$ cat src/sv/polar_bin_nearest_point_core_defines.svh
// ----------------------------------------------------------------------------
// polar bin nearest point core - assertion macros
// shared property forms for the core and its sub-blocks
// ----------------------------------------------------------------------------
`ifndef POLAR_BIN_NEAREST_POINT_CORE_DEFINES_SVH
`define POLAR_BIN_NEAREST_POINT_CORE_DEFINES_SVH

// same-cycle implication
`define PBNP_ASSERT_IMPL(label, clk, rst_n, ante, cons, msg) \
    label: assert property (@(posedge clk) disable iff (!rst_n) (ante) |-> (cons)) \
        else $error(msg);

// next-cycle implication
`define PBNP_ASSERT_NEXT(label, clk, rst_n, ante, cons, msg) \
    label: assert property (@(posedge clk) disable iff (!rst_n) (ante) |=> (cons)) \
        else $error(msg);

`endif

$ cat src/sv/pbnp_ram.sv
// ----------------------------------------------------------------------------
// pbnp_ram
// generic single-port ram with registered read data
// ----------------------------------------------------------------------------
module pbnp_ram #(
    parameter int WIDTH = 8,
    parameter int DEPTH = 16,
    localparam int AW = (DEPTH > 1) ? $clog2(DEPTH) : 1
) (
    input  logic             i_clk,
    input  logic             i_we,
    input  logic [AW-1:0]    i_addr,
    input  logic [WIDTH-1:0] i_wdata,
    output logic [WIDTH-1:0] o_rdata
);

    logic [WIDTH-1:0] r_mem [DEPTH];
    logic [WIDTH-1:0] r_rdata;

    always_ff @(posedge i_clk) begin
        if (i_we) begin
            r_mem[i_addr] <= i_wdata;
        end
        r_rdata <= r_mem[i_addr];
    end

    assign o_rdata = r_rdata;

endmodule

$ cat config.mk
export PLATFORM = sky130hd
export DESIGN_NAME = pbnp_ram
export DESIGN_NICKNAME = d
export VERILOG_FILES = /design/src/sv/polar_bin_nearest_point_core_defines.svh /design/src/sv/pbnp_ram.sv
export SDC_FILE = /design/constraint.sdc
export NUM_CORES = 1
export LEC_CHECK = 0
export ABC_AREA = 1
export CAP_MARGIN = 20
export CORE_MARGIN = 2
export CORE_UTILIZATION = 60
export CTS_BUF_LIST = sky130_fd_sc_hd__clkbuf_8
export DETAILED_ROUTE_END_ITERATION = 10
export DONT_BUFFER_PORTS = 1
export PLACE_DENSITY_LB_ADDON = 0.05
export SETUP_SLACK_MARGIN = 0.05
export SYNTH_ARGS = -nofsm -noshare
export SYNTH_HDL_FRONTEND = slang
export SYNTH_SLANG_ARGS = --single-unit
export TNS_END_PERCENT = 10
$ cat constraint.sdc
create_clock -name i_clk -period 3.3 [get_ports i_clk]
set_input_delay 0.165 -clock i_clk [delete_from_list [all_inputs] [get_ports i_clk]]
set_output_delay 0.165 -clock i_clk [all_outputs]
set_load 0.02 [all_outputs]
==> results.yml <==
placement:
  port_buffers: 0
  finalWeightedCongestion: 0.952
  dpl_cell_area_um2: 5630
  dp_hpwl_um: 6990
  place_inst: 640
yosys:
  synth-seq-cells: 136
  seq_area_frac_synth_pct: 71.6
  syn_avg_cell_area_um2: 10.2
  synth_area_um2: 5590
  syn_inst: 548
  synth_cell_type_count: 11
  syn_nets: 562
  ys_warn_count: 0
floorplan:
  dieWidth_um: 101
  ios: 22
  dieArea_um2: 10100
  initial_core_util_pct: 61.1
  core_area_um2: 9150
  std_cell_rows: 35
  die_h_um: 101
outcome:
  status: "finished clean"
clocking:
  numCtsBuffers: 17
  clockBufferDepth: 2
  cts.root.buffer_cell: "clkbuf_8"
  cts_tree: "yes"
  cts_resized: 0
  clock_latency_ns: 0.43
  htreeDepth: 4
  cts.clk_slew.worst_paths_ns: 0.08
  cts_num_sinks: 136
critical_path:
  crit_path_start_kind: "input pin"
  cp-end-kind: "flop"
  cp_cell_sequence: "inv_2, nand3_1, nor2_1"
  cp.arrival_ns: 1.47
  crit_type: "input pin to flop"
  crit_slowest_cell: "nor2_1"
  cp_max_fo: 67
  max_stage_delay_ns: 0.62
  crit_required_ns: 3.36
power_and_ir_drop:
  p_switching_uw: 805
  swShare_pct: 23.1
  power_density_nw_per_um2: 570
  seq_power_share_pct: 56.1
  p_clk_share_pct: 38.5
  pwr-share-comb_pct: 5.4
  p_leak_uw: 0.00258
  internal-power_uw: 2680
  peakVddDrop_mv: 0.367
grt:
  grt_overflow: 0
  antenna_found_initial: 0
  grt_max_degree: 68
  grt_pass1_wl_um: 18000
  grt_util_all_layers_pct: 24.9
  first_global_vias: 3384
min_path:
  min_path_type: "input pin to flop"
timing:
  rsz0062_at_grt: "false"
  whs_ns: 0.0781
  hold_violations: 0
  max_freq_mhz: 705
  worstMarginPinSlew_ns: 0.878
  drv_slew: 0
  relSlewSlack_pct: 41.2
  fin_setup_tns_ns: 0
  setup-violations-final: 0
  period_minus_slack_ns: 1.42
  fin_crit_sh_pct: 43.0
  clock_skew_ns: 0.0134
finish:
  synthToLayoutAreaGrowth_pct: 9.24
  postLayoutCellArea_um2: 6110
  stdcell_count: 680
  fillers: 696
  drive_gt1_share_pct: 5.80
  final_core_util_pct: 66.8
  insertedDiodeCount: 0
  nNetsFinal: 570
route:
  first_pass_iters: 5
  via_count: 3558
  wirelength_um: 11500
  drtIter0Drc: 339
  wl_per_cell_um: 16.9
  viasPerCell: 5.23
  ant_nets: 0
  drc: 0
job:
  drv_cap: 0
-- layer usage --
metal  global-route usage, %  part of all wire, %  up-vias
met4                    9.48                  1.7        0
met3                    6.87                  6.3       16
li1                        -                    -     1763
met2                    38.2                   49      116
met5                       0                    0        -
met1                    34.5                   43     1663
-- kinds of logic after synthesis --
logic type	after synthesis	synth area share, %
AND/OR/NAND/NOR	368	24.8
buffers and inverters	44	3.62
flip-flops	136	71.6
-- layout by cell type (no fill, tap or decap), drive strengths merged --
cell         synthesis  final
nand2              346    346
edfxtp             128    128
inv                 22     28
nor2                18     18
clkbuf               3     18
dlygate4sd3          0      8
dfxtp                8      8
nand3                4      4
clkinv               1      4
clkinvlp             0      3
bufinv               0      2
buf                 18      2
-- synthesized netlist by cell type, drive strengths merged --
cell,count,area share (%)
nand2,346,23
nand3,4,0.36
nor2,18,1.2
inv,22,1.5
clkinv,1,0.067
edfxtp,128,69
clkbuf,3,0.20
buf,18,1.9
dfxtp,8,2.9
-- per-stage QoR --
step	worst slack (ns)	total power, µW
after floorplan	1.76	2120
after global placement	1.52	2150
after detailed placement	1.47	2150
after CTS	1.92	3500
after global routing	1.79	3610
final	1.88	3480
-- layout make-up --
cell class / instances / area, µm² / area share [%]
multi-input cells: 368 / 1390 / 22.7
inverters: 23 / 86.3 / 1.41
clock inverters: 14 / 151 / 2.48
well taps: 111 / 139 / 2.27
clock buffers: 18 / 248 / 4.05
repair buffers: 10 / 95.1 / 1.56
flip-flops and latches: 136 / 4000 / 65.5
-- power groups by stage --
stage,combinational (µW),clock [µW],sequential (µW)
detailed placement,153,0,1990
global route,215,1430,1960
finish,189,1340,1950
CTS,189,1360,1960
floorplan,133,0,1990
global placement,152,0,1990
-- path summary, 6_finish.rpt --
kind | endpoint | depth (start not counted) | start | slack [ns]
worst max-delay path | r_mem[0][1] | 3 | i_addr[0] | 1.88
worst min-delay path | o_rdata[1] | 6 | i_addr[1] | 0.08
worst max register to register | o_rdata[5] | 8 | r_mem[5][5] | 2.28
worst min register to register | o_rdata[6] | 8 | r_mem[9][6] | 0.72
-- registers in the layout, indices dropped and copies added (netlist names) --
signal and count:
r_mem 128, o_rdata 8
-- repair_timing --
action / CTS / global route
hold endpoints to repair: 128 / 0
setup buffers: 0 / 0
setup endpoints to repair: 0 / 0
hold buffers: 8 / 0
-- critical path: cells and delay by family --
family	cells	cell delay [ns]
AND/OR/NAND/NOR	2	0.90
buffers and inverters	1	0.37
Power figures use the tool's default switching activity.
