$ cat src/sv/polar_bin_nearest_point_core_defines.svh
// ----------------------------------------------------------------------------
// polar bin nearest point core - assertion macros
// shared property forms for the core and its sub-blocks
// ----------------------------------------------------------------------------
`ifndef POLAR_BIN_NEAREST_POINT_CORE_DEFINES_SVH
`define POLAR_BIN_NEAREST_POINT_CORE_DEFINES_SVH

// same-cycle implication
`define PBNP_ASSERT_IMPL(label, clk, rst_n, ante, cons, msg) \
    label: assert property (@(posedge clk) disable iff (!rst_n) (ante) |-> (cons)) \
        else $error(msg);

// next-cycle implication
`define PBNP_ASSERT_NEXT(label, clk, rst_n, ante, cons, msg) \
    label: assert property (@(posedge clk) disable iff (!rst_n) (ante) |=> (cons)) \
        else $error(msg);

`endif

$ cat src/sv/pbnp_pkg.sv
// ----------------------------------------------------------------------------
// pbnp_pkg
// shared constants, command codes, cordic angle table and control types
// ----------------------------------------------------------------------------
package pbnp_pkg;

    localparam int BIN_COUNT_DEF  = 720;
    localparam int COORD_BITS_DEF = 20;
    localparam int ANGLE_BITS_DEF = 16;

    localparam int CORDIC_STEPS   = 16;
    localparam int ITER_W         = $clog2(CORDIC_STEPS);
    localparam int BIN_INDEX_BITS = 10;
    localparam int CMD_W          = 2;

    localparam int CFG_DATA_W     = 64;
    localparam int CFG_ADDR_W     = 4;

    localparam logic [CMD_W-1:0] CMD_INSERT = 2'd0;
    localparam logic [CMD_W-1:0] CMD_READ   = 2'd1;
    localparam logic [CMD_W-1:0] CMD_CLEAR  = 2'd2;
    localparam logic [CMD_W-1:0] CMD_NOP    = 2'd3;

    localparam logic REG_MIN_RANGE_SQ = 1'b0;

    localparam logic [31:0] ACC_START = 32'h8000_0000;

    typedef struct packed {
        logic start;
    } t_cordic_ctl;

    typedef struct packed {
        logic busy;
        logic done;
    } t_cordic_sts;

    // atan(2^-i) in units of 2^-32 turn
    function automatic logic [31:0] atan_turn(input logic [ITER_W-1:0] idx);
        logic [31:0] v;
        case (idx)
            4'd0:    v = 32'h2000_0000;
            4'd1:    v = 32'h12E4_051E;
            4'd2:    v = 32'h09FB_385B;
            4'd3:    v = 32'h0511_11D4;
            4'd4:    v = 32'h028B_0D43;
            4'd5:    v = 32'h0145_D7E1;
            4'd6:    v = 32'h00A2_F61E;
            4'd7:    v = 32'h0051_7C55;
            4'd8:    v = 32'h0028_BE53;
            4'd9:    v = 32'h0014_5F2F;
            4'd10:   v = 32'h000A_2F98;
            4'd11:   v = 32'h0005_17CC;
            4'd12:   v = 32'h0002_8BE6;
            4'd13:   v = 32'h0001_45F3;
            4'd14:   v = 32'h0000_A2FA;
            4'd15:   v = 32'h0000_517D;
            default: v = 32'h0000_0000;
        endcase
        return v;
    endfunction

endpackage

$ cat src/sv/pbnp_cordic.sv
// ----------------------------------------------------------------------------
// pbnp_cordic
// vectoring cordic, one shared shift/add stage iterated over the atan table entries
// ----------------------------------------------------------------------------
`include "polar_bin_nearest_point_core_defines.svh"

module pbnp_cordic #(
    parameter int COORD_BITS = pbnp_pkg::COORD_BITS_DEF,
    parameter int ANGLE_BITS = pbnp_pkg::ANGLE_BITS_DEF
) (
    input  logic                         i_clk,
    input  logic                         i_rst_n,
    input  pbnp_pkg::t_cordic_ctl        i_ctl,
    input  logic signed [COORD_BITS-1:0] i_x,
    input  logic signed [COORD_BITS-1:0] i_y,
    output pbnp_pkg::t_cordic_sts        o_sts,
    output logic [ANGLE_BITS-1:0]        o_angle
);
    import pbnp_pkg::*;

    localparam int XW = COORD_BITS + 3;

    logic signed [XW-1:0] r_x;
    logic signed [XW-1:0] r_y;
    logic signed [XW-1:0] w_x_ext;
    logic signed [XW-1:0] w_y_ext;
    logic signed [XW-1:0] w_dx;
    logic signed [XW-1:0] w_dy;
    logic [31:0]          r_acc;
    logic [31:0]          w_atan;
    logic [ITER_W-1:0]    r_iter;
    logic                 r_busy;
    logic                 r_done;

    assign w_x_ext = {{3{i_x[COORD_BITS-1]}}, i_x};
    assign w_y_ext = {{3{i_y[COORD_BITS-1]}}, i_y};
    assign w_dx    = r_y >>> r_iter;
    assign w_dy    = r_x >>> r_iter;
    assign w_atan  = atan_turn(r_iter);

    always_ff @(posedge i_clk) begin
        if (!i_rst_n) begin
            r_busy <= 1'b0;
            r_done <= 1'b0;
            r_iter <= '0;
        end else begin
            r_done <= 1'b0;
            if (i_ctl.start) begin
                r_busy <= 1'b1;
                r_iter <= '0;
            end else if (r_busy) begin
                r_iter <= r_iter + 1'b1;
                if (r_iter == ITER_W'(CORDIC_STEPS - 1)) begin
                    r_busy <= 1'b0;
                    r_done <= 1'b1;
                end
            end
        end
    end

    always_ff @(posedge i_clk) begin
        if (i_ctl.start) begin
            // left half plane: mirror through the origin, add half a turn
            if (w_x_ext[XW-1]) begin
                r_x   <= -w_x_ext;
                r_y   <= -w_y_ext;
                r_acc <= ACC_START + ACC_START;
            end else begin
                r_x   <= w_x_ext;
                r_y   <= w_y_ext;
                r_acc <= ACC_START;
            end
        end else if (r_busy) begin
            if (!r_y[XW-1]) begin
                r_x   <= r_x + w_dx;
                r_y   <= r_y - w_dy;
                r_acc <= r_acc + w_atan;
            end else begin
                r_x   <= r_x - w_dx;
                r_y   <= r_y + w_dy;
                r_acc <= r_acc - w_atan;
            end
        end
    end

    assign o_sts.busy = r_busy;
    assign o_sts.done = r_done;
    assign o_angle    = r_acc[31 -: ANGLE_BITS];

    `PBNP_ASSERT_NEXT(a_start_runs, i_clk, i_rst_n, i_ctl.start, r_busy && r_iter == '0, "cordic did not start")
    `PBNP_ASSERT_IMPL(a_no_restart, i_clk, i_rst_n, i_ctl.start, !r_busy && !r_done, "cordic restarted while running")
    `PBNP_ASSERT_NEXT(a_done_after_last, i_clk, i_rst_n, r_busy && r_iter == ITER_W'(CORDIC_STEPS - 1), r_done && !r_busy, "cordic missed its last step")

endmodule
$ cat config.mk
export PLATFORM = sky130hd
export DESIGN_NAME = pbnp_cordic
export DESIGN_NICKNAME = d
export VERILOG_FILES = /design/src/sv/pbnp_pkg.sv /design/src/sv/pbnp_cordic.sv
export VERILOG_INCLUDE_DIRS = /design/src /design/src/sv
export SDC_FILE = /design/constraint.sdc
export NUM_CORES = 1
export LEC_CHECK = 0
export BUFFER_PORTS_ARGS = -buffer_cell sky130_fd_sc_hd__buf_2
export CORE_MARGIN = 2
export CORE_UTILIZATION = 34
export DETAILED_ROUTE_END_ITERATION = 8
export GPL_TIMING_DRIVEN = 0
export SLEW_MARGIN = 20
export SYNTH_ARGS = -nofsm -noshare
export SYNTH_HDL_FRONTEND = slang
export SYNTH_SLANG_ARGS = --single-unit
$ cat constraint.sdc
create_clock -name i_clk -period 14.55 [get_ports i_clk]
set_clock_uncertainty 0.05 [all_clocks]
set_input_delay 2.1825 -clock i_clk [delete_from_list [all_inputs] [get_ports i_clk]]
set_output_delay 2.1825 -clock i_clk [all_outputs]
set_load 0.01 [all_outputs]
==> metrics, run 1 <==
P_leak 5.72 nW; total grt overflow 0; CP Class reg2reg; Worst-path clk slew 0.06 ns; RSZ-0062 raised after global routing no; GR Util All Layers 22.6%; CTS sink count 114; CTS tree yes; post_cts resized 0; share of the synthesized area in the top cell type 18.1%; fmax 159 MHz; fin crit share 43.3%; Die ar. 39700 sq um; Tightest Pin Transition 1.06 ns; Initial Utilization 34.5%; Hold Fails Final Rpt 0; setup repair bufs after CTS 0; Power Density 274 nW/um^2; Finished Cell Area 14500 sq um; Max Slew Vio Count 0; Setup crit start kind register; number of vias per cell 5.73; # setup viols final 0; die width 199 um; DRT iter0 DRCs 1080; Rel. slew slack 29.2%; cell area after placement 13900 sq um; Main synth FF type edfxtp_1; yosys synthesis warning count 0; crit path DAT 6.41 ns; initial antenna violation count 0; Post-synth EDFFs 78; asr flop ratio synth 0%; worst vdd ir 0.000130 V; top cells by area, synth edfxtp_1 (18%), ha_1 (9.0%), mux4_2 (6.6%); fin crit period 6.30 ns; die height 199 um; CTS Buffer Depth 2; status finished clean; DRC viols 0; total negative setup slack 0 ns; number of diodes 0; final wirelength 43800 um; # IOs 61; Mapped Cells 1518; Yosys top cell by area edfxtp_1; Tot Pwr 0.00397 W; CTS root buf clkbuf_16; largest net degree at the start of global routing 42; vias in the first global route 12000; first-pass GRT wire length 68400 um; DR vias 12200; Final #Nets 1737; layout cells sized above 1 13.2%; max_cap viols 0; Required @ worst endpoint 14.66 ns; Clock Latency Late Sink 0.44 ns; worst-path fanout max 10; Synth Cell Area 13000 sq um; Post-DRT Antenna Nets 0; post-synthesis register bit count 114; H-tree depth 4; Hold Crit Class reg2reg; Area Growth Syn to Fin 11.6%; row cnt 71; Routed WL per cell 20.6 um; synth unique cells 84; CTS buffer count 17; final core utilization 38.5%; IO buf count 60; DP HPWL 33300 um; Syn Nets 1657; core region area 37600 sq um; Worst Setup End Kind register; post-synthesis sequential area ratio 23.6%; GPL Wtd Cong 0.960; mean post-synth cell area 8.54 sq um; DR pass1 iterations 5; Post-CTS Hold Fix Bufs 0
==> flip-flops by register name, indices dropped and copies added, names as in the netlist <==
register,cells
r_acc,32
r_busy,1
r_done,1
r_iter,4
r_x,23
r_y,23
w_atan,30
==> where the power goes <==
part	internal (W)	switching [W]
sequential	0.000540	0.000176
combinational	0.00125	0.00160
clock	0.000231	0.000167
total	0.00203	0.00194
==> worst max-delay path, cell delays in order (launching register included) <==
cell and delay [ns]:
dfxtp_1 0.44, clkbuf_1 0.56, buf_1 0.60, clkbuf_1 0.64
a21oi_1 0.08, nor2_1 0.26, nand4_2 0.26, o21ai_0 0.28
xor2_1 0.23, ha_1 0.31, a2111oi_0 0.40, o21ai_0 0.24
nand4_1 0.22, a31oi_1 0.23, a221oi_1 0.43, o21ai_0 0.20
o41a_1 0.35, xnor2_1 0.16, o21ai_1 0.07
==> final timing paths <==
path / from / end / slack, ns / cells after the start
worst max-delay path: r_iter[2] / r_y[22] / 8.25 / 18
worst min-delay path: r_acc[0] / r_acc[0] / 0.70 / 3
worst max register to register: r_iter[2] / r_y[22] / 8.25 / 18
worst min register to register: r_acc[0] / r_acc[0] / 0.70 / 3
==> area by class of cell <==
class | count | area (sq um)
Fill cell | 3855 | 23100
Buffer | 92 | 514
Clock inverter | 9 | 55.1
Tap cell | 511 | 639
Timing Repair Buffer | 61 | 328
Sequential cell | 114 | 3060
Multi-Input combinational cell | 1260 | 9190
Clock buffer | 23 | 479
Inverter | 52 | 195
==> synthesized netlist by cell type, drive strengths merged (37+ instances only) <==
| cell | count |
|---|---|
| edfxtp | 78 |
| mux2i | 47 |
| xnor2 | 92 |
| ha | 93 |
| a21oi | 121 |
| nor2 | 155 |
| buf | 55 |
| clkbuf | 37 |
| nand2 | 150 |
| o21ai | 102 |
| inv | 50 |
| mux4 | 43 |
| xor2 | 64 |
==> routing by layer <==
| metal | up-vias | routed length, um | share of wire, % | track usage (%) |
|---|---|---|---|---|
| li1 | 5739 | - | - | - |
| met1 | 5861 | 18800 | 43 | 28.7 |
| met2 | 458 | 20400 | 47 | 37.8 |
| met3 | 97 | 2710 | 6.2 | 3.41 |
| met4 | 0 | 1890 | 4.3 | 10.2 |
| met5 | - | 0 | 0 | 0 |
==> cells in the final DEF, fill, tap and decap left out, drive strengths merged, types with 10 or more instances in the layout <==
| cell type | count |
|---|---|
| a211oi | 22 |
| a21o | 27 |
| a21oi | 121 |
| a31oi | 22 |
| and2 | 10 |
| and3 | 16 |
| buf | 116 |
| clkbuf | 60 |
| dfxtp | 36 |
| edfxtp | 78 |
| ha | 93 |
| inv | 52 |
| mux2 | 16 |
| mux2i | 47 |
| mux4 | 43 |
| nand2 | 150 |
| nand2b | 18 |
| nand3 | 16 |
| nor2 | 155 |
| nor2b | 15 |
| nor3 | 36 |
| o211ai | 20 |
| o21a | 14 |
| o21ai | 102 |
| o22ai | 12 |
| o31ai | 21 |
| or3 | 16 |
| xnor2 | 92 |
| xor2 | 64 |
==> through the flow <==
step           hold slack [ns]  worst slack, ns  cells
6_report                 0.695             8.25   2122
2_1_floorplan            0.570             9.65   1518
3_5_place_dp             0.691             8.37   2090
5_1_grt                  0.729             7.70   2122
3_3_place_gp             0.646             7.49   2089
4_1_cts                  0.702             8.37   2122
==> cell families after synthesis <==
group	after synthesis	share of synthesized area, %
mux	106	12.7
compound gates	416	20.3
buf+inv	144	5.48
simple gates	485	17.9
fa+ha+maj	97	9.52
xor+xnor	156	10.5
flops	114	23.6
No activity file was read; power rests on OpenSTA's default activity.
==> run 2: changes to the inputs <==
==> constraint.sdc (replaced) <==
create_clock -name i_clk -period 6.5 [get_ports i_clk]
set_clock_uncertainty 0.05 [all_clocks]
set_input_delay 0.975 -clock i_clk [delete_from_list [all_inputs] [get_ports i_clk]]
set_output_delay 0.975 -clock i_clk [all_outputs]
set_load 0.01 [all_outputs]
==> metrics, run 2 (synthesis results as in run 1) <==
status finished clean; setup repair bufs after CTS 0 (unchanged); row cnt 71 (unchanged); Clock Latency Late Sink 0.44 ns (about the same); DRT iter0 DRCs 1093 (+1.2%); critical path launch point r_iter[2]; total grt overflow 0 (unchanged); FILL cells 3855 (unchanged); Post-CTS Hold Fix Bufs 0 (unchanged); H-tree depth 4 (unchanged); core region area 37600 sq um (unchanged); vias in the first global route 12000 (unchanged); Tightest Pin Transition 1.05 ns (-0.0100 ns); CTS root buf clkbuf_16; CTS tree yes; DRC viols 0 (unchanged); # IOs 61 (unchanged); Reg area 3060 sq um (unchanged); Final #Nets 1737 (unchanged); die height 199 um (unchanged); Internal 0.00454 W (+120%); RSZ-0062 raised after global routing no; GPL Wtd Cong 0.960 (unchanged); initial antenna violation count 0 (unchanged); number of vias per cell 5.72 (-0.15%); crit path DAT 6.19 ns (-0.22 ns); max_cap viols 0 (unchanged); P_leak 5.73 nW (+0.23%); critical hold path startpoint r_acc[0]; largest net degree at the start of global routing 42 (unchanged); Rel. slew slack 29.9% (+0.67 points); total negative setup slack 0 ns (unchanged); Routed WL per cell 20.7 um (+0.13%); CTS sink count 114 (unchanged); layout cells sized above 1 13.4% (+0.25 points); DR pass1 iterations 6 (+1); Max Slew Vio Count 0 (unchanged); fmax 165 MHz (+3.6%); worst vdd ir 0.000291 V (+120%); number of diodes 0 (unchanged); worst-path fanout max 10 (unchanged); Area Growth Syn to Fin 11.7% (about the same); Post-DRT Antenna Nets 0 (unchanged); P_sw 0.00436 W (+120%); FF-to-FF Start r_iter[2]; Power Density 615 nW/um^2 (+120%); DP HPWL 33300 um (unchanged); sequential share of power 18.0% (about the same); footprint of the multi-input gates 9190 sq um (unchanged); final wirelength 43800 um (+0.13%); Clk pwr share 10.0% (about the same); Hold Crit Class reg2reg; fin crit period 6.08 ns (-0.219 ns); Comb pwr share 72.0% (about the same); Required @ worst endpoint 6.61 ns (-8.05 ns); IO buf count 60 (unchanged); sw frac 49.0% (about the same); Worst Setup End Kind register; DR vias 12100 (-0.15%); Hold Fails Final Rpt 0 (unchanged); # setup viols final 0 (unchanged); CTS buffer count 17 (unchanged); Die ar. 39700 sq um (unchanged); commonest non-fill, non-tap cell in the layout nor2_1; Biggest register r_acc; Largest register FFs 32 (unchanged); Setup crit start kind register; final core utilization 38.5% (about the same); commonest cells after routing, fill and taps aside nor2_1 (153), nand2_1 (148), a21oi_1 (120); GR Util All Layers 22.6% (unchanged); first-pass GRT wire length 68400 um (unchanged); Worst-path clk slew 0.06 ns (about the same); CP Class reg2reg; Initial Utilization 34.5% (unchanged); die width 199 um (unchanged); fin crit share 93.5% (+50 points); CTS Buffer Depth 2 (unchanged)
-- run 2: cell types whose count changed in the layout (fill, tap and decap cells not counted) --
cell	delta
o21ai_0	-1
clkbuf_1	-2
buf_1	-2
o21ai_1	+1
clkbuf_2	+4
-- run 2: worst max-delay path, cell delays in order, from the launching register on --
cell	delay [ns]
dfxtp_1	0.44
clkbuf_1	0.56
buf_1	0.61
clkbuf_2	0.45
a21oi_1	0.07
nor2_1	0.24
nand4_2	0.25
o21ai_0	0.28
xor2_1	0.22
ha_1	0.30
a2111oi_0	0.40
o21ai_0	0.24
nand4_1	0.22
a31oi_1	0.23
a221oi_1	0.44
o21ai_0	0.21
o41a_1	0.35
xnor2_1	0.16
o21ai_1	0.07
-- run 2: cell type report --
class / instances / share of cell area [%]
clock inverters: 9 / 0.380
repair buffers: 61 / 2.27
plain buffers: 92 / 3.59
inverters: 52 / 1.35
well taps: 511 / 4.42
multi-input cells: 1260 / 63.5
clock buffers: 23 / 3.31
flip-flops and latches: 114 / 21.2
-- run 2: worst paths after layout --
| check | to | slack [ns] | depth (start not counted) |
|---|---|---|---|
| max | r_y[22] | 0.42 | 18 |
| min | r_acc[0] | 0.70 | 3 |
| min reg2reg | r_acc[0] | 0.70 | 3 |
| max reg2reg | r_y[22] | 0.42 | 18 |
-- run 2: power groups by stage --
stage	Sequential [W]	Combinational, W	Clock (W)
final	0.00160	0.00640	0.000892
after global routing	0.00162	0.00719	0.000927
after CTS	0.00159	0.00634	0.000902
after detailed placement	0.00160	0.00629	0
after global placement	0.00160	0.00620	0
after floorplan	0.00138	0.00508	0
-- run 2: repair_timing --
| action | CTS | global route |
|---|---|---|
| endpoints found under the setup margin | 0 | 6 |
| endpoints found under the hold margin | 0 | 0 |
| resized for setup | 0 | 9 |
-- run 2: per-stage QoR --
stage	hold WS [ns]	cells	area [sq um]	power (W)	worst slack (ns)
after floorplan	0.570	1518	13000	0.00646	1.60
after global placement	0.646	2089	13900	0.00780	0.366
after detailed placement	0.691	2090	13900	0.00788	0.322
after CTS	0.702	2122	14500	0.00883	0.324
after global routing	0.729	2122	14500	0.00974	0.0901
final	0.695	2122	14500	0.00890	0.424
-- run 2: metal layers --
metal	GRT usage, %	vias to the layer above	routed length (um)
met5	0	-	0
met4	10.2	0	1850
met3	3.41	89	2560
met2	37.8	440	20500
met1	28.7	5867	18900
li1	-	5741	-
