<file path="src/sv/polar_bin_nearest_point_core_defines.svh">
// ----------------------------------------------------------------------------
// polar bin nearest point core - assertion macros
// shared property forms for the core and its sub-blocks
// ----------------------------------------------------------------------------
`ifndef POLAR_BIN_NEAREST_POINT_CORE_DEFINES_SVH
`define POLAR_BIN_NEAREST_POINT_CORE_DEFINES_SVH

// same-cycle implication
`define PBNP_ASSERT_IMPL(label, clk, rst_n, ante, cons, msg) \
    label: assert property (@(posedge clk) disable iff (!rst_n) (ante) |-> (cons)) \
        else $error(msg);

// next-cycle implication
`define PBNP_ASSERT_NEXT(label, clk, rst_n, ante, cons, msg) \
    label: assert property (@(posedge clk) disable iff (!rst_n) (ante) |=> (cons)) \
        else $error(msg);

`endif

</file>
<file path="src/sv/pbnp_pkg.sv">
// ----------------------------------------------------------------------------
// pbnp_pkg
// shared constants, command codes, cordic angle table and control types
// ----------------------------------------------------------------------------
package pbnp_pkg;

    localparam int BIN_COUNT_DEF  = 720;
    localparam int COORD_BITS_DEF = 20;
    localparam int ANGLE_BITS_DEF = 16;

    localparam int CORDIC_STEPS   = 16;
    localparam int ITER_W         = $clog2(CORDIC_STEPS);
    localparam int BIN_INDEX_BITS = 10;
    localparam int CMD_W          = 2;

    localparam int CFG_DATA_W     = 64;
    localparam int CFG_ADDR_W     = 4;

    localparam logic [CMD_W-1:0] CMD_INSERT = 2'd0;
    localparam logic [CMD_W-1:0] CMD_READ   = 2'd1;
    localparam logic [CMD_W-1:0] CMD_CLEAR  = 2'd2;
    localparam logic [CMD_W-1:0] CMD_NOP    = 2'd3;

    localparam logic REG_MIN_RANGE_SQ = 1'b0;

    localparam logic [31:0] ACC_START = 32'h8000_0000;

    typedef struct packed {
        logic start;
    } t_cordic_ctl;

    typedef struct packed {
        logic busy;
        logic done;
    } t_cordic_sts;

    // atan(2^-i) in units of 2^-32 turn
    function automatic logic [31:0] atan_turn(input logic [ITER_W-1:0] idx);
        logic [31:0] v;
        case (idx)
            4'd0:    v = 32'h2000_0000;
            4'd1:    v = 32'h12E4_051E;
            4'd2:    v = 32'h09FB_385B;
            4'd3:    v = 32'h0511_11D4;
            4'd4:    v = 32'h028B_0D43;
            4'd5:    v = 32'h0145_D7E1;
            4'd6:    v = 32'h00A2_F61E;
            4'd7:    v = 32'h0051_7C55;
            4'd8:    v = 32'h0028_BE53;
            4'd9:    v = 32'h0014_5F2F;
            4'd10:   v = 32'h000A_2F98;
            4'd11:   v = 32'h0005_17CC;
            4'd12:   v = 32'h0002_8BE6;
            4'd13:   v = 32'h0001_45F3;
            4'd14:   v = 32'h0000_A2FA;
            4'd15:   v = 32'h0000_517D;
            default: v = 32'h0000_0000;
        endcase
        return v;
    endfunction

endpackage

</file>
<file path="src/sv/pbnp_cfg.sv">
// ----------------------------------------------------------------------------
// pbnp_cfg
// apb register block holding the minimum squared range threshold
// ----------------------------------------------------------------------------
module pbnp_cfg #(
    parameter int COORD_BITS = pbnp_pkg::COORD_BITS_DEF
) (
    input  logic                            i_clk,
    input  logic                            i_rst_n,
    input  logic                            psel,
    input  logic                            penable,
    input  logic                            pwrite,
    input  logic [pbnp_pkg::CFG_ADDR_W-1:0] paddr,
    input  logic [pbnp_pkg::CFG_DATA_W-1:0] pwdata,
    output logic [pbnp_pkg::CFG_DATA_W-1:0] prdata,
    output logic                            pready,
    output logic [2*COORD_BITS-1:0]         o_min_range_sq
);
    import pbnp_pkg::*;

    localparam int RANGE_W = 2 * COORD_BITS;

    logic [RANGE_W-1:0] r_min_range_sq;
    logic               w_sel_min;

    assign w_sel_min = (paddr[CFG_ADDR_W-1] == REG_MIN_RANGE_SQ);
    assign pready    = 1'b1;

    always_ff @(posedge i_clk) begin
        if (!i_rst_n) begin
            r_min_range_sq <= '0;
        end else if (psel && penable && pwrite && pready && w_sel_min) begin
            r_min_range_sq <= pwdata[RANGE_W-1:0];
        end
    end

    always_comb begin
        prdata = '0;
        if (w_sel_min) begin
            prdata = CFG_DATA_W'(r_min_range_sq);
        end
    end

    assign o_min_range_sq = r_min_range_sq;

endmodule

</file>
<file path="config.mk">
export PLATFORM = sky130hd
export DESIGN_NAME = pbnp_cfg
export DESIGN_NICKNAME = d
export VERILOG_FILES = /design/src/sv/polar_bin_nearest_point_core_defines.svh /design/src/sv/pbnp_pkg.sv /design/src/sv/pbnp_cfg.sv
export SDC_FILE = /design/constraint.sdc
export NUM_CORES = 1
export LEC_CHECK = 0
export ABC_AREA = 1
export BUFFER_PORTS_ARGS = -buffer_cell sky130_fd_sc_hd__buf_2
export CAP_MARGIN = 20
export CORE_MARGIN = 4
export CORE_UTILIZATION = 37
export CTS_BUF_LIST = sky130_fd_sc_hd__clkbuf_2
export CTS_CLUSTER_DIAMETER = 50
export CTS_CLUSTER_SIZE = 16
export DETAILED_ROUTE_END_ITERATION = 10
export PLACE_DENSITY = 0.79
export SETUP_SLACK_MARGIN = 0.3
export SLEW_MARGIN = 0
export SYNTH_ARGS = -nofsm -noshare
export SYNTH_HDL_FRONTEND = slang
export SYNTH_SLANG_ARGS = --single-unit
export TNS_END_PERCENT = 10
</file>
<file path="constraint.sdc">
create_clock -name i_clk -period 0.8 [get_ports i_clk]
set_input_delay 0.12 -clock i_clk [delete_from_list [all_inputs] [get_ports i_clk]]
set_output_delay 0.12 -clock i_clk [all_outputs]
set_load 0.03 [all_outputs]
</file>
==> results of run 1 <==
how the worst max path moves through the flow:
stage                  startpoint                  to  slack, ns  cells after the start
2_1_floorplan            paddr[3]   o_min_range_sq[0]       0.01                      7
3_3_place_gp               pwrite  o_min_range_sq[33]      -0.14                      7
3_5_place_dp             paddr[3]   o_min_range_sq[0]      -0.19                      7
4_1_cts        o_min_range_sq[22]          prdata[22]      -0.38                      3
5_1_grt        o_min_range_sq[23]          prdata[23]      -0.44                      3
6_report        o_min_range_sq[7]           prdata[7]      -0.37                      3
cells in the final DEF (no fill, tap or decap), drive strengths merged:
cell      n
buf     145
clkbuf    6
clkinv    1
conb     25
dfxtp    40
inv      83
nand2    42
nand3    40
nor2    122
area by class of cell:
class / instances / area (sq um)
Sequential cell: 40 / 950.9
Fill cell: 471 / 1917
Inverter: 83 / 324.1
Clock inverter: 1 / 5.005
Tap cell: 75 / 93.84
Multi-Input combinational cell: 229 / 1230
Timing Repair Buffer: 145 / 1405
Clock buffer: 6 / 30.03
metal layers:
| layer | track usage, % | vias up | share of wire [%] |
|---|---|---|---|
| li1 | - | 1278 | - |
| met1 | 20.07 | 1126 | 37 |
| met2 | 35.19 | 115 | 54 |
| met3 | 5.133 | 10 | 7.9 |
| met4 | 5.949 | 0 | 1.6 |
| met5 | 0 | - | 0 |
metrics by stage:
stage          TNS, ns  util, %  power (W)  setup slack, ns  instance area [sq um]
5_1_grt         -29.10    67.82   0.004509          -0.4371                   4039
3_3_place_gp    -7.873    57.12   0.003256          -0.1443                   3402
2_1_floorplan        0        -   0.003049          0.01031                   2858
3_5_place_dp    -9.120    57.12   0.003278          -0.1940                   3402
6_report        -23.13    67.82   0.004268          -0.3725                   4039
4_1_cts         -25.37    65.95   0.004267          -0.3844                   3928
cell families (layout without fill, tap and decap cells):
group	count (synthesis)	in the layout
buffers and inverters	129	235
AND/OR/NAND/NOR	204	204
other	2	25
flip-flops	40	40
worst reg2reg max path: cells and delay by family, from the launching register on:
kind          cells  cell delay (ns)
simple gates      2             0.14
flops             1             0.40
buf+inv           1             0.13
what timing repair did:
item / 4_1_cts / 5_1_grt
pin swaps: 43 / 12
hold endpoints to repair: 2 / 0
setup buffers: 1 / 7
resized for setup: 195 / 20
endpoints found under the setup margin: 120 / 120
report_power, final:
group | switching (W) | internal (W) | total [W]
combinational | 0.000861 | 0.000522 | 0.00138
sequential | 0.0000841 | 0.00198 | 0.00206
clock | 0.000612 | 0.000209 | 0.000821
total | 0.00156 | 0.00271 | 0.00427
==> summary.md, run 1 <==
| Metric | Value |
|---|---|
| Outcome | finished with violations |
| Failing checks | negative setup slack |
| Yosys reg bits | 40 |
| Max clock buf depth | 2 |
| Root Buffer Master | clkbuf_2 |
| PortBufs | 125 |
| Die Wd | 86.37 um |
| Post-DR wirelength/cell | 12.35 um |
| P_leak | 1.923 nW |
| CP Class | flop to output port |
| Simple-gate share of the synthesized area | 36.45% |
| Worst Hold Launch | pwdata[20] |
| Compound-Gate Fraction of Synth Area | 0% |
| Initial Util | 38.15% |
| Post-layout worst setup margin | -0.3725 ns |
| Worst setup SP type | flop |
| Post-Syn Area | 2272 sq um |
| Reg2reg path depth | 3 |
| Initial antenna violation count | 0 |
| Yosys warning total | 0 |
| Dpl cells | 564 |
| Post-Synth Adder-Cell Area | 0% |
| Largest register FFs | 40 |
| Post-synth top cells | nor2_1, inv_1, nand2_1 |
| R2R Path End | o_min_range_sq[0] |
| Iteration-0 DRC Markers | 59 |
| Maximum level of the CTS H-tree | 2 |
| Synth Flop Type | dfxtp_1 |
| RePlAce Congestion | 0.7856 |
| Setup violations, final | 80 |
| Max FO, Critical Path | 3 |
| Hold Slack | 0.02918 ns |
| Final Hold Violating Endpoints | 0 |
| Slowest stage delay, CP | 0.40 ns |
| R2r startpoint | o_min_range_sq[0] |
| Largest family of logic cells by synthesized area | simple AND/OR/NAND/NOR gates |
| XOR/XNOR Fraction of Synth Area | 0% |
| Sequential share of the synthesized area | 35.24% |
| RSZ-0062 raised after global routing | yes |
| Clock Skew | 0 ns |
| Via density | 4.368 |
| # DRC | 0 |
| Synth top area share | 35.24% |
| Unique masters post-synth | 15 |
| Mapped Avg Cell Area | 6.059 sq um |
| Delay-heaviest family, CP | flip-flops |
| Total CTS buffers | 5 |
| Async S/R FF share, synth | 0% |
| DP Wirelength | 4.666 mm |
| IO Pins | 178 |
| Max cap viols | 0 |
| Crit path arrival time | 1.05 ns |
| Final-stage net count | 577 |
| Largest net degree at the start of global routing | 41 |
| Rows | 28 |
| Overall routing resource usage | 18.72% |
| Worst-Skew Late Latency | 0.36 ns |
| Die H | 86.37 um |
| Critical-path top delay cell | dfxtp_4 |
| Post-synth EDFFs | 0 |
| Cell count of the worst hold path | 5 |
| Tcrit/Tclk final | 146.6% |
| Top-count cell post-synth | nor2_1 |
| Pwr dens | 1057 nW/um^2 |
| Mux share of post-synthesis cell area | 0% |
| Crit. End Element | output port |
| CP cell instances | inv_2, nor2_4, buf_6 |
| Layout cells sized above 1 | 54.96% |
| CP Data Required Time | 0.68 ns |
| Post-Synthesis Cells | 375 |
| CORE AREA | 5956 sq um |
| Vias in the first global route | 2450 |
| Remaining global-route overflow | 0 |
| Hold endpoint | o_min_range_sq[20] |
| Slew Limit Fails | 0 |
| Final min period | 1.173 ns |
| Synth area leaders | dfxtp_1, nor2_1, inv_1, buf_4, nand3_1 |
| DR vias | 2529 |
| Clock Sinks | 40 |
| Drt total wl | 7.150 mm |
| Hold Crit Class | input port to flop |
| Global-route wire length before repair | 11.25 mm |
| Syn-to-layout area delta | 77.75% |
| Final ANT Viol Nets | 0 |
| R2r setup slk | 0.05 ns |
| CTS clk-pin slew, worst paths | 0.20 ns |
| CTS tree | built |
| Max Freq | 0.8528 GHz |
| Fin cells | 579 |
| Pre-Repair DR Iteration Count | 4 |
| Antenna Diode Count | 0 |
| Critical path buffers and inverters | 2 |
| Yosys top cell by area | dfxtp_1 |
| Peak supply drop | 0.5528 mV |
| Area of the die | 7459 sq um |
Power figures use the tool's default switching activity.
==> inputs of run 2 (changes only) <==
CORE_ASPECT_RATIO = 0.6   (was unset)
SETUP_SLACK_MARGIN = 0.02   (was 0.3)
==> run 2 against run 1 <==
Compared with the run above: the flow still finishes with violations (negative setup slack); clock power grew 3.0%; setup slack lost 0.023 ns; hold slack gained 0.00074 ns; design area grew 0.40%; via count is the same; sequential power is essentially flat; register-to-register slack lost 0.03 ns; clock skew is the same; critical path type unchanged.
==> summary.md, run 2 (synthesis gave the netlist of run 1 again) <==
| Metric | Value |
|---|---|
| Reg2reg path depth | 3 (unchanged) |
| Final ANT Viol Nets | 0 (unchanged) |
| Share of total power in combinational logic | 32.5% (was 32.4%) |
| # DRC | 0 (unchanged) |
| CTS tree | built (unchanged) |
| Worst Setup SP | o_min_range_sq[27] (was o_min_range_sq[7]) |
| Maximum level of the CTS H-tree | 2 (unchanged) |
| R2r setup slk | 0.02 ns (was 0.05 ns) |
| Peak supply drop | 0.6002 mV (was 0.5528 mV) |
| Setup violations, final | 80 (unchanged) |
| Root Buffer Master | clkbuf_2 (unchanged) |
| Post-DR wirelength/cell | 12.97 um (was 12.35 um) |
| Tcrit/Tclk final | 149.4% (was 146.6%) |
| Final Hold Violating Endpoints | 0 (unchanged) |
| Die Wd | 109.2 um (was 86.37 um) |
| Register share of total power | 47.8% (was 48.3%) |
| Crit path capture | prdata[27] (was prdata[7]) |
| CORE AREA | 5754 sq um (was 5956 sq um) |
| Largest net degree at the start of global routing | 33 (was 41) |
| P_int | 0.002720 W (was 0.002711 W) |
| Design Power | 0.004312 W (was 0.004268 W) |
| Post-layout worst setup margin | -0.3953 ns (was -0.3725 ns) |
| Iteration-0 DRC Markers | 95 (was 59) |
| Pwr dens | 1063 nW/um^2 (was 1057 nW/um^2) |
| Final Cell Area | 4055 sq um (was 4039 sq um) |
| Sw Ratio | 36.92% (was 36.48%) |
| Final-stage net count | 579 (was 577) |
| RePlAce Congestion | 0.7143 (was 0.7856) |
| P_leak | 1.924 nW (was 1.923 nW) |
| P_sw | 0.001592 W (was 0.001557 W) |
| R2R Path End | o_min_range_sq[7] (was o_min_range_sq[0]) |
| R2r startpoint | o_min_range_sq[7] (was o_min_range_sq[0]) |
| IO Pins | 178 (unchanged) |
| Crit path arrival time | 1.08 ns (was 1.05 ns) |
| Dpl cells | 570 (was 564) |
| Post-DP Area | 3428 sq um (was 3402 sq um) |
| Antenna Diode Count | 0 (unchanged) |
| Final min period | 1.195 ns (was 1.173 ns) |
| Die H | 68.70 um (was 86.37 um) |
| PortBufs | 125 (unchanged) |
| Max clock buf depth | 2 (unchanged) |
| Global-route wire length before repair | 11.52 mm (was 11.25 mm) |
| Pre-Repair DR Iteration Count | 4 (unchanged) |
| Max FO, Critical Path | 3 (unchanged) |
| Worst setup SP type | flop (unchanged) |
| Initial antenna violation count | 0 (unchanged) |
| CP Class | flop to output port (unchanged) |
| Worst-Skew Late Latency | 0.35 ns (was 0.36 ns) |
| Via density | 4.316 (was 4.368) |
| Total CTS buffers | 5 (unchanged) |
| DR vias | 2529 (unchanged) |
| Rows | 21 (was 28) |
| Max Freq | 0.8366 GHz (was 0.8528 GHz) |
| DP Wirelength | 4.901 mm (was 4.666 mm) |
| Layout cells sized above 1 | 54.35% (was 54.96%) |
| RSZ-0062 raised after global routing | yes (unchanged) |
| Clock share of power | 19.6% (was 19.2%) |
| Fin cells | 586 (was 579) |
| CP Data Required Time | 0.68 ns (about the same) |
| Most frequent cells in the layout | buf_6, nor2_1, buf_2, nor2_4, inv_1 (unchanged) |
| Hold Crit Class | input port to flop (unchanged) |
| Max cap viols | 0 (unchanged) |
| Outcome | finished with violations (unchanged) |
| Crit. End Element | output port (unchanged) |
| Remaining global-route overflow | 0 (unchanged) |
| Syn-to-layout area delta | 78.47% (was 77.75%) |
| Area of the die | 7500 sq um (was 7459 sq um) |
| Clock Skew | 0 ns (unchanged) |
| Clock Sinks | 40 (unchanged) |
| Largest register FFs | 40 (unchanged) |
| Vias in the first global route | 2451 (was 2450) |
| CTS clk-pin slew, worst paths | 0.21 ns (was 0.20 ns) |
| Slew Limit Fails | 0 (unchanged) |
| Overall routing resource usage | 19.50% (was 18.72%) |
| Failing checks | negative setup slack (unchanged) |
| Drt total wl | 7.602 mm (was 7.150 mm) |
| Commonest non-fill, non-tap cell in the layout | buf_6 (unchanged) |
| Initial Util | 39.49% (was 38.15%) |
-- run 2: cell count changes in the layout (fill, tap and decap cells not counted) --
cell / delta
inv_2: +2
nor2_1: +1
dlygate4sd3_1: +3
buf_4: +1
buf_12: +1
buf_2: +1
inv_4: -2
buf_6: -4
nor2_2: -1
-- run 2: power by group through the flow --
stage | Clock (W) | Sequential [W] | Combinational, W
final | 0.000846 | 0.00206 | 0.00140
after global routing | 0.000979 | 0.00208 | 0.00151
after CTS | 0.000891 | 0.00206 | 0.00135
after detailed placement | 0 | 0.00207 | 0.00122
after global placement | 0 | 0.00207 | 0.00121
after floorplan | 0 | 0.00221 | 0.000841
-- run 2: final cells by class --
cell class,instances,area (sq um)
well taps,80,100.1
repair buffers,147,1423
multi-input cells,229,1227
clock buffers,6,30.03
clock inverters,1,5.005
fillers,439,1699
flip-flops and latches,40,950.9
inverters,83,319.1
-- run 2: repair_timing --
action,in CTS,in global routing
resized for setup,192,14
endpoints found under the hold margin,1,2
pin swaps,39,1
setup buffers,1,5
hold buffers,1,2
endpoints found under the setup margin,80,81
-- run 2: critical path, stage by stage, from the launching register on --
cell and delay [ns]:
dfxtp_4 0.42, inv_4 0.04, nor2_4 0.10, buf_6 0.14
-- run 2: per-stage QoR --
| stage | hold WS (ns) | worst slack [ns] | setup TNS [ns] | util, % |
|---|---|---|---|---|
| 5_1_grt | -0.00003111 | -0.4878 | -29.66 | 70.47 |
| 3_3_place_gp | 0.4261 | -0.1514 | -9.383 | 59.58 |
| 3_5_place_dp | 0.4346 | -0.2006 | -10.26 | 59.58 |
| 2_1_floorplan | 0.3340 | 0.01031 | 0 | - |
| 4_1_cts | 0.001017 | -0.3819 | -25.06 | 68.71 |
| 6_report | 0.02992 | -0.3953 | -22.88 | 70.47 |
-- run 2: per-layer routing --
layer / wire length, um / track usage, % / share of wire [%]
met1: 3053 / 22.95 / 40
met4: 100 / 4.510 / 1.3
met2: 3640 / 34.86 / 48
met3: 807 / 6.605 / 11
met5: 0 / 0 / 0
-- run 2: worst min-delay path by stage --
stage               start                 end  slack, ns  depth (start not counted)
2_1_floorplan   pwdata[0]   o_min_range_sq[0]       0.33                          4
3_3_place_gp   pwdata[26]  o_min_range_sq[26]       0.43                          5
3_5_place_dp   pwdata[26]  o_min_range_sq[26]       0.43                          5
4_1_cts        pwdata[27]  o_min_range_sq[27]      0.001                          5
5_1_grt        pwdata[27]  o_min_range_sq[27]   -0.00003                          5
6_report       pwdata[27]  o_min_range_sq[27]       0.03                          5
==> inputs of run 3 (changes only) <==
CORE_UTILIZATION = 41   (was 37)
HOLD_SLACK_MARGIN = 0.06   (was unset)
PLACE_DENSITY = 0.83   (was 0.79)
clock period = 1.2 ns   (was 0.8 ns; I/O delays follow)
==> run 3 against run 2 <==
Compared with the run above: the flow still finishes with violations (negative setup slack); combinational power shrank 46%; critical path depth is the same; design area shrank 20%; first-iteration DRC count shrank 25%; hold slack better by 0.090 ns; core utilization fell by 8.2 points.
==> summary.md, run 3 (synthesis gave the netlist of run 1 again) <==
| Metric | Value |
|---|---|
| Outcome | finished with violations (unchanged) |
| Failing checks | negative setup slack (unchanged) |
| Clock share of power | 18.4% (was 19.6%) |
| Pre-Repair DR Iteration Count | 4 (unchanged) |
| Maximum level of the CTS H-tree | 2 (unchanged) |
| Share of total power in combinational logic | 28.4% (was 32.5%) |
| Sw Ratio | 34.65% (was 36.92%) |
| Layout cells sized above 1 | 44.87% (was 54.35%) |
| Crit. End Element | output port (unchanged) |
| Drt total wl | 6.387 mm (was 7.602 mm) |
| Setup violations, final | 13 (was 80) |
| P_leak | 1.787 nW (was 1.924 nW) |
| CP Class | flop to output port (unchanged) |
| Max cap viols | 0 (unchanged) |
| P_sw | 0.0009247 W (was 0.001592 W) |
| Hold Crit Class | input port to flop (unchanged) |
| CTS clk-pin slew, worst paths | 0.17 ns (was 0.21 ns) |
| Final Hold Violating Endpoints | 0 (unchanged) |
| Root Buffer Master | clkbuf_2 (unchanged) |
| Post-layout worst setup margin | -0.04778 ns (was -0.3953 ns) |
| RePlAce Congestion | 0.8179 (was 0.7143) |
| Core Util, Final | 62.24% (was 70.47%) |
| Syn-to-layout area delta | 42.57% (was 78.47%) |
| Worst-Skew Late Latency | 0.35 ns (about the same) |
| Max FO, Critical Path | 3 (unchanged) |
| Post-DP Area | 2873 sq um (was 3428 sq um) |
| Die H | 65.67 um (was 68.70 um) |
| RSZ-0062 raised after global routing | yes (unchanged) |
| Most frequent cells in the layout | nor2_1, buf_2, inv_1, nand2_1, nand3_1 (was buf_6, nor2_1, buf_2, nor2_4, inv_1) |
| Overall routing resource usage | 17.20% (was 19.50%) |
| PortBufs | 125 (unchanged) |
| Fillers | 480 (was 439) |
| Worst slack at placement | 0.09912 ns (was -0.2006 ns) |
| Clock Skew | 0 ns (unchanged) |
| Slew Limit Fails | 0 (unchanged) |
| CP Data Required Time | 1.02 ns (was 0.68 ns) |
| Register area | 855.8 sq um (was 950.9 sq um) |
| Slowest stage delay, CP | 0.39 ns (was 0.42 ns) |
| CORE AREA | 5205 sq um (was 5754 sq um) |
| Max clock buf depth | 2 (unchanged) |
| Tcrit/Tclk final | 104.0% |
| Final min period | 1.248 ns |
| Global-route wire length before repair | 9.660 mm (was 11.52 mm) |
| Post-DR wirelength/cell | 11.34 um (was 12.97 um) |
| Register share of total power | 53.2% (was 47.8%) |
| Iteration-0 DRC Markers | 71 (was 95) |
| Multi-input gate area in the final layout | 969.7 sq um (was 1227 sq um) |
| Largest register FFs | 40 (unchanged) |
| Max Freq | 0.8014 GHz |
| Design Power | 0.002669 W (was 0.004312 W) |
| Antenna Diode Count | 0 (unchanged) |
| P_int | 0.001744 W (was 0.002720 W) |
| Via density | 4.361 (was 4.316) |
| # DRC | 0 (unchanged) |
| Initial antenna violation count | 0 (unchanged) |
| Final Cell Area | 3239 sq um (was 4055 sq um) |
| Remaining global-route overflow | 0 (unchanged) |
| IO Pins | 178 (unchanged) |
| Total CTS buffers | 5 (unchanged) |
| CTS tree | built (unchanged) |
| Largest net degree at the start of global routing | 41 (was 33) |
| CP cell instances | inv_2, nor2_2, buf_6 (was inv_4, nor2_4, buf_6) |
| Peak supply drop | 0.3925 mV (was 0.6002 mV) |
| Final-stage net count | 572 (was 579) |
| Die Wd | 104.1 um (was 109.2 um) |
| Critical-path top delay cell | dfxtp_2 (was dfxtp_4) |
| Hold Slack | 0.1194 ns (was 0.02992 ns) |
| Worst setup SP type | flop (unchanged) |
| Vias in the first global route | 2165 (was 2451) |
| Initial Util | 43.65% (was 39.49%) |
| Final ANT Viol Nets | 0 (unchanged) |
| Rows | 20 (was 21) |
| DR vias | 2455 (was 2529) |
| Clock Sinks | 40 (unchanged) |
| Area of the die | 6836 sq um (was 7500 sq um) |
| Pwr dens | 823.9 nW/um^2 (was 1063 nW/um^2) |
| Crit path arrival time | 1.07 ns (was 1.08 ns) |
| Commonest non-fill, non-tap cell in the layout | nor2_1 (was buf_6) |
| DP Wirelength | 4.500 mm (was 4.901 mm) |
run 3: cell types whose count changed in the layout (fill, tap and decap cells not counted), moves of 25 or more:
cell / change
buf_2: +31
buf_4: +29
buf_6: -64
dfxtp_2: +38
dfxtp_4: -38
nor2_1: +25
nor2_4: -39
run 3: area by class of cell:
| type | count | area share, % |
|---|---|---|
| Timing Repair Buffer | 140 | 30.71 |
| Multi-Input combinational cell | 229 | 29.93 |
| Tap cell | 66 | 2.549 |
| Inverter | 83 | 9.618 |
| Clock buffer | 5 | 0.7725 |
| Sequential cell | 40 | 26.42 |
run 3: final timing paths:
check | start | depth (start not counted) | slack (ns) | to
worst max-delay path | o_min_range_sq[32] | 3 | -0.05 | prdata[32]
worst min-delay path | pwdata[24] | 5 | 0.12 | o_min_range_sq[24]
worst max register to register | o_min_range_sq[0] | 3 | 0.49 | o_min_range_sq[0]
worst min register to register | o_min_range_sq[20] | 2 | 0.50 | o_min_range_sq[20]
run 3: metrics by stage:
| step | setup TNS [ns] | std cells |
|---|---|---|
| global placement | 0 | 552 |
| floorplan | 0 | 398 |
| finish | -0.1620 | 563 |
| CTS | -1.179 | 557 |
| global route | -4.043 | 563 |
| detailed placement | 0 | 552 |
run 3: power by group through the flow:
stage / combinational, W / clock [W] / sequential [W]
finish: 0.000758 / 0.000491 / 0.00142
global route: 0.000823 / 0.000590 / 0.00143
global placement: 0.000682 / 0 / 0.00144
CTS: 0.000712 / 0.000526 / 0.00142
floorplan: 0.000461 / 0 / 0.00153
detailed placement: 0.000694 / 0 / 0.00144
run 3: what timing repair did:
action,CTS,global route
pin swaps,0,12
setup buffers,0,6
hold buffers,0,0
resized for setup,83,65
endpoints found under the setup margin,52,70
gates cloned,0,0
run 3: per-layer routing:
metal / global-route usage [%] / wire length, um / vias up
li1: - / - / 1259
met1: 19.42 / 2608 / 1078
met2: 30.91 / 3116 / 112
met3: 6.379 / 607 / 6
met4: 4.809 / 54 / 0
met5: 0 / 0 / -
run 3: critical path: cells and delay by family, from the launching register on:
kind	cells	cell delay, ns
buffers and inverters	2	0.19
DFF	1	0.39
and+or+nand+nor	1	0.13
